## src/assert_macros.svh

```systemverilog
// assertion macros shared by the rtl files
`ifndef ASSERT_MACROS_SVH
`define ASSERT_MACROS_SVH
// check that a condition implies a consequence on the same edge
`define ASSERT_IMPL(label, clk, rst, a, b) \
  label: assert property (@(posedge clk) disable iff (rst) (a) |-> (b)) \
    else $error("assertion failed");
// check that a condition implies a consequence on the next edge
`define ASSERT_NEXT(label, clk, rst, a, b) \
  label: assert property (@(posedge clk) disable iff (rst) (a) |=> (b)) \
    else $error("assertion failed");
`endif

```

## src/nnwp_pkg.sv

```systemverilog
// shared types and constants of the nearest neighbour weighted predictor
package nnwp_pkg;
  localparam int MaxKept = 16;
  localparam int KeptW = $clog2(MaxKept + 1);
  localparam int IdxW = $clog2(MaxKept);
  localparam logic [4:0] NeighbourReset = 5'd4;
  localparam logic [32:0] Log2eQ32 = 33'd6196328019;
  localparam logic [1:0] StatusOk = 2'd0;
  localparam logic [1:0] StatusShort = 2'd1;
  localparam logic [1:0] StatusTie = 2'd2;

  typedef enum logic [3:0] {
    S_COLLECT, S_SETUP, S_RDIV, S_EXPT, S_MANT, S_WSHIFT, S_MUL, S_ACC,
    S_MLOAD, S_MDIV, S_DONE
  } state_t;

  typedef struct packed {
    logic insert;
    logic clear;
    logic setup;
    logic rdiv_start;
    logic rdiv_step;
    logic expt;
    logic mant_start;
    logic mant_step;
    logic wshift;
    logic mul;
    logic acc;
    logic next_entry;
    logic mdiv_start;
    logic mdiv_step;
    logic finish;
  } cmd_t;

  typedef struct packed {
    logic short_list;
    logic exact;
    logic entry_done;
    logic count_done;
  } sts_t;

  // 2^-(2^-(j+1)) in q0.32, j = 0..15
  function automatic logic [31:0] halving_root(input logic [3:0] j);
    logic [31:0] r;
    unique case (j)
      4'd0: r = 32'd3037000500;
      4'd1: r = 32'd3611622603;
      4'd2: r = 32'd3938502376;
      4'd3: r = 32'd4112874773;
      4'd4: r = 32'd4202935003;
      4'd5: r = 32'd4248701965;
      4'd6: r = 32'd4271771996;
      4'd7: r = 32'd4283353945;
      4'd8: r = 32'd4289156690;
      4'd9: r = 32'd4292061010;
      4'd10: r = 32'd4293513907;
      4'd11: r = 32'd4294240540;
      4'd12: r = 32'd4294603903;
      4'd13: r = 32'd4294785595;
      4'd14: r = 32'd4294876445;
      default: r = 32'd4294921870;
    endcase
    return r;
  endfunction
endpackage

```

## src/nnwp_ctrl.sv

```systemverilog
// controller state machine of the predictor
module nnwp_ctrl (
  input  logic clk,
  input  logic rst,
  input  logic in_valid,
  output logic in_stall,
  input  logic in_last,
  output logic out_valid,
  input  logic out_stall,
  input  nnwp_pkg::sts_t sts,
  output nnwp_pkg::cmd_t cmd
);
  import nnwp_pkg::*;
  `include "assert_macros.svh"

  state_t state, state_next;

  always_ff @(posedge clk) begin
    if (rst) begin
      state <= S_COLLECT;
    end else begin
      state <= state_next;
    end
  end

  always_comb begin
    state_next = state;
    unique case (state)
      S_COLLECT: if (in_valid && in_last) state_next = S_SETUP;
      S_SETUP: begin
        if (sts.short_list) state_next = S_DONE;
        else if (sts.exact) state_next = S_ACC;
        else state_next = S_RDIV;
      end
      S_RDIV: if (sts.count_done) state_next = S_EXPT;
      S_EXPT: state_next = S_MANT;
      S_MANT: if (sts.count_done) state_next = S_WSHIFT;
      S_WSHIFT: state_next = S_MUL;
      S_MUL: state_next = S_ACC;
      S_ACC: begin
        if (sts.entry_done) state_next = S_MLOAD;
        else if (sts.exact) state_next = S_ACC;
        else state_next = S_RDIV;
      end
      S_MLOAD: state_next = S_MDIV;
      S_MDIV: if (sts.count_done) state_next = S_DONE;
      S_DONE: if (!out_stall) state_next = S_COLLECT;
      default: state_next = S_COLLECT;
    endcase
  end

  always_comb begin
    cmd = '0;
    in_stall = (state != S_COLLECT);
    out_valid = (state == S_DONE);
    unique case (state)
      S_COLLECT: begin
        cmd.insert = in_valid;
        cmd.setup = in_valid && in_last;
      end
      S_SETUP: cmd.rdiv_start = !sts.short_list && !sts.exact;
      S_RDIV: cmd.rdiv_step = 1'b1;
      S_EXPT: begin
        cmd.expt = 1'b1;
        cmd.mant_start = 1'b1;
      end
      S_MANT: cmd.mant_step = 1'b1;
      S_WSHIFT: cmd.wshift = 1'b1;
      S_MUL: cmd.mul = 1'b1;
      S_ACC: begin
        cmd.acc = 1'b1;
        cmd.next_entry = 1'b1;
        cmd.rdiv_start = !sts.entry_done && !sts.exact;
      end
      // sums are complete here, so the mean divider loads them
      S_MLOAD: cmd.mdiv_start = 1'b1;
      S_MDIV: cmd.mdiv_step = 1'b1;
      S_DONE: begin
        cmd.finish = !out_stall;
        cmd.clear = !out_stall;
      end
      default: ;
    endcase
  end

  `ASSERT_IMPL(a_ready_only_collect, clk, rst, !in_stall, state == S_COLLECT)
  `ASSERT_NEXT(a_last_leaves, clk, rst, in_valid && !in_stall && in_last, state == S_SETUP)
  `ASSERT_NEXT(a_done_holds, clk, rst, out_valid && out_stall, out_valid)
endmodule

```

## config.mk

```make
export PLATFORM = sky130hd
export DESIGN_NAME = nnwp_ctrl
export DESIGN_NICKNAME = d
export VERILOG_FILES = /design/src/nnwp_pkg.sv /design/src/nnwp_ctrl.sv
export VERILOG_INCLUDE_DIRS = /design/src /design/src/src
export SDC_FILE = /design/constraint.sdc
export NUM_CORES = 1
export LEC_CHECK = 0
export BUFFER_PORTS_ARGS = -buffer_cell sky130_fd_sc_hd__buf_4
export CORE_AREA = 2 2 39 41
export CTS_BUF_LIST = sky130_fd_sc_hd__clkbuf_4 sky130_fd_sc_hd__clkbuf_8
export DETAILED_ROUTE_END_ITERATION = 16
export DIE_AREA = 0 0 41 43
export GPL_TIMING_DRIVEN = 1
export PLACE_DENSITY = 0.66
export SYNTH_ARGS = -nofsm -noshare
export SYNTH_HDL_FRONTEND = slang
export SYNTH_SLANG_ARGS = --single-unit
```

## constraint.sdc

```tcl
create_clock -name clk -period 1.5 [get_ports clk]
set_input_delay 0.15 -clock clk [delete_from_list [all_inputs] [get_ports clk]]
set_output_delay 0.15 -clock clk [all_outputs]
set_load 0.02 [all_outputs]
```

Yosys cells after proc, flatten, opt, wreduce, memory -nomap -nowiden
Index checks and enable logic that the tools add are counted.
{ "op_classes": {"reduce_logical": 10, "muxes": 21, "eq_ne": 15} }
{ "op_table": {"columns": ["operator", "n"], "rows": [
  ["$pmux 4 s11", 1],
  ["$mux 4", 7],
  ["$eq 4x3->1 const B", 4],
  ["$eq 4x4->1 const B", 3],
  ["$ne 2x2->1 const B", 5],
  ["$mux 1", 9],
  ["$eq 4x2->1 const B", 2],
  ["$reduce_and 5->1", 1],
  ["$eq 4x1->1 const B", 1],
  ["$logic_not 1->1", 4],
  ["$logic_not 4->1", 1],
  ["$mux 2", 2],
  ["$reduce_bool 4->1", 1],
  ["$logic_and 1x1->1", 3],
  ["$mux 3", 1],
  ["$pmux 1 s2", 1]
]} }
{ "word_totals": {"output_inout_bits": 17, "regBits": 4, "in_bits": 9, "wordCells": 47} }

Longest topological paths before layout
{ "logic_depth": {"ltp_word": 3, "ltp_mapped": 5} }

Worst setup path after synthesis
OpenSTA, ideal clock, no wires.
{ "synth_path": {"path_type": "flip-flop to output port", "from": "register state[0]", "to": "output cmd[13] (netlist name)", "required_ns": 1.350, "path_buffers": 2, "path_slack_ns": -0.068, "t_arrival_ns": 1.418, "stages_incl_launch_ff": 5, "path_cell_list": "dfxtp_1 buf_6 and4bb_2 nor2b_1 buf_4"} }
{ "synth_rtl": {"columns": ["element", "line_no", "rtl"], "rows": [
  ["from (decl)", "nnwp_ctrl.sv:16", "state_t state, state_next;"],
  ["from (signal assigned)", "nnwp_ctrl.sv:22", "state <= state_next;"],
  ["to (decl)", "nnwp_ctrl.sv:11", "output nnwp_pkg::cmd_t cmd"]
]} }

==> impl_results.html <==
<table>
<tr><th>Metric</th><th>Value</th></tr>
<tr><th colspan="2">Outcome</th></tr>
<tr><td>Run status</td><td>finished, violations left</td></tr>
<tr><td>Violations in the final reports</td><td>negative setup slack</td></tr>
<tr><th colspan="2">Clocking</th></tr>
<tr><td>Worst skew pair latency</td><td>230 ps</td></tr>
<tr><td>Clock root cell</td><td>sky130_fd_sc_hd__clkbuf_4</td></tr>
<tr><td>H-Tree Level Count</td><td>1</td></tr>
<tr><td>Worst-path clk slew</td><td>40 ps</td></tr>
<tr><td>Clock tree from TritonCTS</td><td>built</td></tr>
<tr><td>Buffer levels on the longest clock path</td><td>2</td></tr>
<tr><td>Clock Sink Count</td><td>4</td></tr>
<tr><td>Clock buffer count from CTS</td><td>3</td></tr>
<tr><th colspan="2">Cells and area</th></tr>
<tr><td>Largest register FFs</td><td>4</td></tr>
<tr><td>Fill cell total of the finished layout</td><td>134</td></tr>
<tr><td>Layout net count</td><td>108</td></tr>
<tr><td>Final antenna diode count</td><td>0</td></tr>
<tr><td>Non-filler cells, final</td><td>113</td></tr>
<tr><td>Layout Area Growth over Synthesis</td><td>81.8%</td></tr>
<tr><td>Utilization of the core after routing</td><td>57.9%</td></tr>
<tr><td>Register with the highest flop count</td><td>state</td></tr>
<tr><td>Proportion of layout cells with a drive suffix above 1</td><td>61.9%</td></tr>
<tr><td>Top Registers</td><td>state: 4 flops</td></tr>
<tr><th colspan="2">Route</th></tr>
<tr><td>Pre-antenna DRT Iters</td><td>4</td></tr>
<tr><td>Detailed Route WL</td><td>1380 um</td></tr>
<tr><td>Initial DRC Count</td><td>11</td></tr>
<tr><td>Routed len/inst</td><td>12.2 um</td></tr>
<tr><td>Vias</td><td>584</td></tr>
<tr><td>Post-DRT Antenna Nets</td><td>0</td></tr>
<tr><td>Post-route DRC violation count</td><td>0</td></tr>
<tr><td>Vias per std cell</td><td>5.17</td></tr>
<tr><th colspan="2">Yosys</th></tr>
<tr><td>Number of nets produced by synthesis</td><td>72</td></tr>
<tr><td>Yosys warnings</td><td>0</td></tr>
<tr><td>Synth Area per Inst</td><td>6.99 um^2</td></tr>
<tr><td>Synthesized-area fraction occupied by adder cells</td><td>0%</td></tr>
<tr><td>Main combinational cell family by area after synthesis</td><td>simple AND/OR/NAND/NOR gates</td></tr>
<tr><td>Synthesized-area fraction occupied by xor and xnor cells</td><td>1.99%</td></tr>
<tr><td>Share of synthesized cell area in and, or, nand and nor gates</td><td>39.2%</td></tr>
<tr><td>Complex-gate fraction of the synthesized area</td><td>23.0%</td></tr>
<tr><td>Mux share of post-synthesis cell area</td><td>0%</td></tr>
<tr><td>Cells after Synth</td><td>63</td></tr>
<tr><td>Number of synthesized register bits</td><td>4</td></tr>
<tr><td>Number of library cell types mapped by synthesis</td><td>33</td></tr>
<tr><td>Cell area after synthesis</td><td>440 um^2</td></tr>
<tr><td>Fraction of the yosys area taken by sequential cells</td><td>18.2%</td></tr>
<tr><th colspan="2">Global route</th></tr>
<tr><td>Via count of the first global-routing pass</td><td>505</td></tr>
<tr><td>Antenna violations before repair</td><td>0</td></tr>
<tr><td>Global-route wire length before repair</td><td>2040 um</td></tr>
<tr><td>GRT Util Overall</td><td>17.2%</td></tr>
<tr><td>Largest net degree at the start of global routing</td><td>9</td></tr>
<tr><td>Congestion Overflow GR</td><td>0</td></tr>
<tr><th colspan="2">Critical path</th></tr>
<tr><td>Maximum single-stage delay on the critical path</td><td>550 ps</td></tr>
<tr><td>Cell with the most instances on the worst path</td><td>sky130_fd_sc_hd__buf_6</td></tr>
<tr><td>Top fanout value on the critical path</td><td>6</td></tr>
<tr><td>Crit path required time</td><td>1350 ps</td></tr>
<tr><td>Setup crit end kind</td><td>output port</td></tr>
<tr><td>Slowest library cell on the worst path</td><td>sky130_fd_sc_hd__or4b_4</td></tr>
<tr><td>Type of origin of the critical path</td><td>flip-flop</td></tr>
<tr><td>Family with the most delay on the worst path</td><td>simple AND/OR/NAND/NOR gates</td></tr>
<tr><td>Critical path type</td><td>reg2out</td></tr>
<tr><td>Number of buffer and inverter instances along the worst setup path</td><td>3</td></tr>
<tr><td>List of cells traversed by the critical path</td><td>or4b_4 -&gt; buf_6 -&gt; inv_2 -&gt; buf_6</td></tr>
<tr><td>Crit path arrival time</td><td>1420 ps</td></tr>
<tr><th colspan="2">STA</th></tr>
<tr><td>Final WS setup</td><td>-68.7 ps</td></tr>
<tr><td>Max-Slew Margin vs Limit</td><td>81.1%</td></tr>
<tr><td>Fmax</td><td>637 MHz</td></tr>
<tr><td>Final worst-path cycle share</td><td>105%</td></tr>
<tr><td>Count of endpoints failing setup in the final report</td><td>6</td></tr>
<tr><td>Final-report hold violation count</td><td>0</td></tr>
<tr><td>Number of slew-limit violations in the final report</td><td>0</td></tr>
<tr><td>Worst setup skew after layout</td><td>4.70 ps</td></tr>
<tr><td>Measured slew at the worst slew-check pin</td><td>281 ps</td></tr>
<tr><td>RSZ-0062 raised after global routing</td><td>true</td></tr>
<tr><td>Post-layout minimum cycle time</td><td>1570 ps</td></tr>
<tr><th colspan="2">Placed design</th></tr>
<tr><td>HPWL Detailed</td><td>957 um</td></tr>
<tr><td>Final Wtd Congestion</td><td>0.753</td></tr>
<tr><td>Total placed cells including tap cells</td><td>108</td></tr>
<tr><td>Quantity of I/O buffers inserted on ports</td><td>25</td></tr>
<tr><th colspan="2">Power and ir drop</th></tr>
<tr><td>Power density over the cells</td><td>2160 nW/um^2</td></tr>
<tr><td>Total power</td><td>1.73 mW</td></tr>
<tr><td>IR drop worst, VDD</td><td>0.947 mV</td></tr>
<tr><td>Leak Pwr</td><td>0.388 nW</td></tr>
<tr><th colspan="2">Floorplan</th></tr>
<tr><td>Count of standard-cell rows</td><td>14</td></tr>
<tr><td>Starting utilization of the core area</td><td>31.8%</td></tr>
<tr><td>Die boundary height</td><td>43 um</td></tr>
<tr><td>Floorplan die width</td><td>41 um</td></tr>
<tr><td>Core ar.</td><td>1380 um^2</td></tr>
<tr><td>Io pins</td><td>26</td></tr>
<tr><td>DIE AREA</td><td>1760 um^2</td></tr>
<tr><th colspan="2">Hold path</th></tr>
<tr><td>Min-Delay Path Class</td><td>in2reg</td></tr>
<tr><th colspan="2">Run</th></tr>
<tr><td>Number of max-capacitance violations reported</td><td>0</td></tr>
</table>
[report_power, final]
part | total (mW) | internal, mW | switching [mW]
Sequential | 0.254 | 0.181 | 0.0725
Clock | 0.132 | 0.0894 | 0.0426
Combinational | 1.34 | 0.672 | 0.668
[logic make-up after synthesis]
| group | count (synthesis) |
|---|---|
| XOR/XNOR | 1 |
| flip-flops | 4 |
| AO/OA/AOI/OAI | 15 |
| AND/OR/NAND/NOR | 30 |
| buffers and inverters | 13 |
[per-stage QoR]
step                      TNS [ps]  cell area [um^2]  hold slack, ps  setup WS, ps
after floorplan                  0               448             222          21.9
after global placement       -86.1               683             362         -59.3
after detailed placement      -100               683             362         -52.5
after CTS                     -259               773             113         -63.4
after global routing          -681               801             120          -144
final                         -187               801             128         -68.7
[cell type report]
type / instances / area, um^2 / area share, %
repair buffers: 38 / 300 / 37.5
well taps: 16 / 20.0 / 2.50
flip-flops and latches: 4 / 92.6 / 11.6
clock buffers: 3 / 22.5 / 2.81
inverters: 6 / 22.5 / 2.81
multi-input cells: 46 / 343 / 42.8
[cell usage in the layout, fill, tap and decap left out]
cell / instances
sky130_fd_sc_hd__a32oi_1: 1
sky130_fd_sc_hd__inv_2: 2
sky130_fd_sc_hd__nand3_1: 1
sky130_fd_sc_hd__dfxtp_2: 1
sky130_fd_sc_hd__a31oi_1: 1
sky130_fd_sc_hd__buf_4: 34
sky130_fd_sc_hd__nor4_1: 1
sky130_fd_sc_hd__nand2b_1: 1
sky130_fd_sc_hd__nand2_1: 7
sky130_fd_sc_hd__or2_4: 1
sky130_fd_sc_hd__clkbuf_4: 3
sky130_fd_sc_hd__nor2_2: 1
sky130_fd_sc_hd__o22ai_4: 1
sky130_fd_sc_hd__nor2b_2: 1
sky130_fd_sc_hd__nor3_2: 1
sky130_fd_sc_hd__xnor2_1: 1
sky130_fd_sc_hd__o21ai_0: 1
sky130_fd_sc_hd__or4b_4: 2
sky130_fd_sc_hd__and4bb_2: 1
sky130_fd_sc_hd__a21oi_1: 4
sky130_fd_sc_hd__a31o_4: 1
sky130_fd_sc_hd__dfxtp_4: 3
sky130_fd_sc_hd__a311oi_2: 1
sky130_fd_sc_hd__buf_6: 4
sky130_fd_sc_hd__or4bb_1: 1
sky130_fd_sc_hd__nor4_2: 1
sky130_fd_sc_hd__inv_1: 4
sky130_fd_sc_hd__a41o_1: 1
sky130_fd_sc_hd__and2_1: 1
sky130_fd_sc_hd__nor3b_1: 1
sky130_fd_sc_hd__and3_1: 1
sky130_fd_sc_hd__nor2_1: 6
sky130_fd_sc_hd__a21o_1: 1
sky130_fd_sc_hd__a22oi_1: 1
sky130_fd_sc_hd__o31ai_2: 1
sky130_fd_sc_hd__or3_1: 1
sky130_fd_sc_hd__nor3_1: 1
sky130_fd_sc_hd__a21oi_2: 1
[routing by layer]
metal,global-route usage (%),vias to the layer above,part of all wire (%)
met5,0,-,0
met4,12.0,0,0
met3,2.09,0,5.0
met2,26.6,23,54
met1,20.5,268,41
li1,-,293,-
[synthesized netlist by cell type (all sizes together)]
library cell,number,area (um^2)
nor3,2,10.0
nor2,7,26.3
a22oi,1,7.51
xnor2,1,8.76
nor2b,1,6.26
a21o,1,7.51
or2,1,6.26
nor4,2,12.5
o21ai,1,5.00
and2,1,6.26
a31oi,1,6.26
inv,6,22.5
a41o,1,10.0
nor3b,1,7.51
a31o,1,8.76
dfxtp,4,80.1
a32oi,1,8.76
or4b,2,23.8
o22ai,1,6.26
nand2,7,26.3
o31ai,1,7.51
and3,1,6.26
a21oi,5,25.0
buf,7,55.1
or4bb,1,11.3
and4bb,1,12.5
nand3,1,5.00
nand2b,1,6.26
or3,1,6.26
a311oi,1,8.76
[worst paths after layout]
kind                                from  endpoint  slack, ps  depth (start not counted)
worst max-delay path            state[1]    cmd[7]        -70                          4
worst min register to register  state[1]  state[1]        640                          3
worst max register to register  state[0]  state[1]        -40                          4
worst min-delay path                 rst  state[2]        130                          2
[repair_timing]
item	in CTS	in global routing
resized for setup	15	9
hold buffers	0	0
setup endpoints to repair	9	16
setup buffers	2	0
pin swaps	4	5
Power figures use the tool's default switching activity.
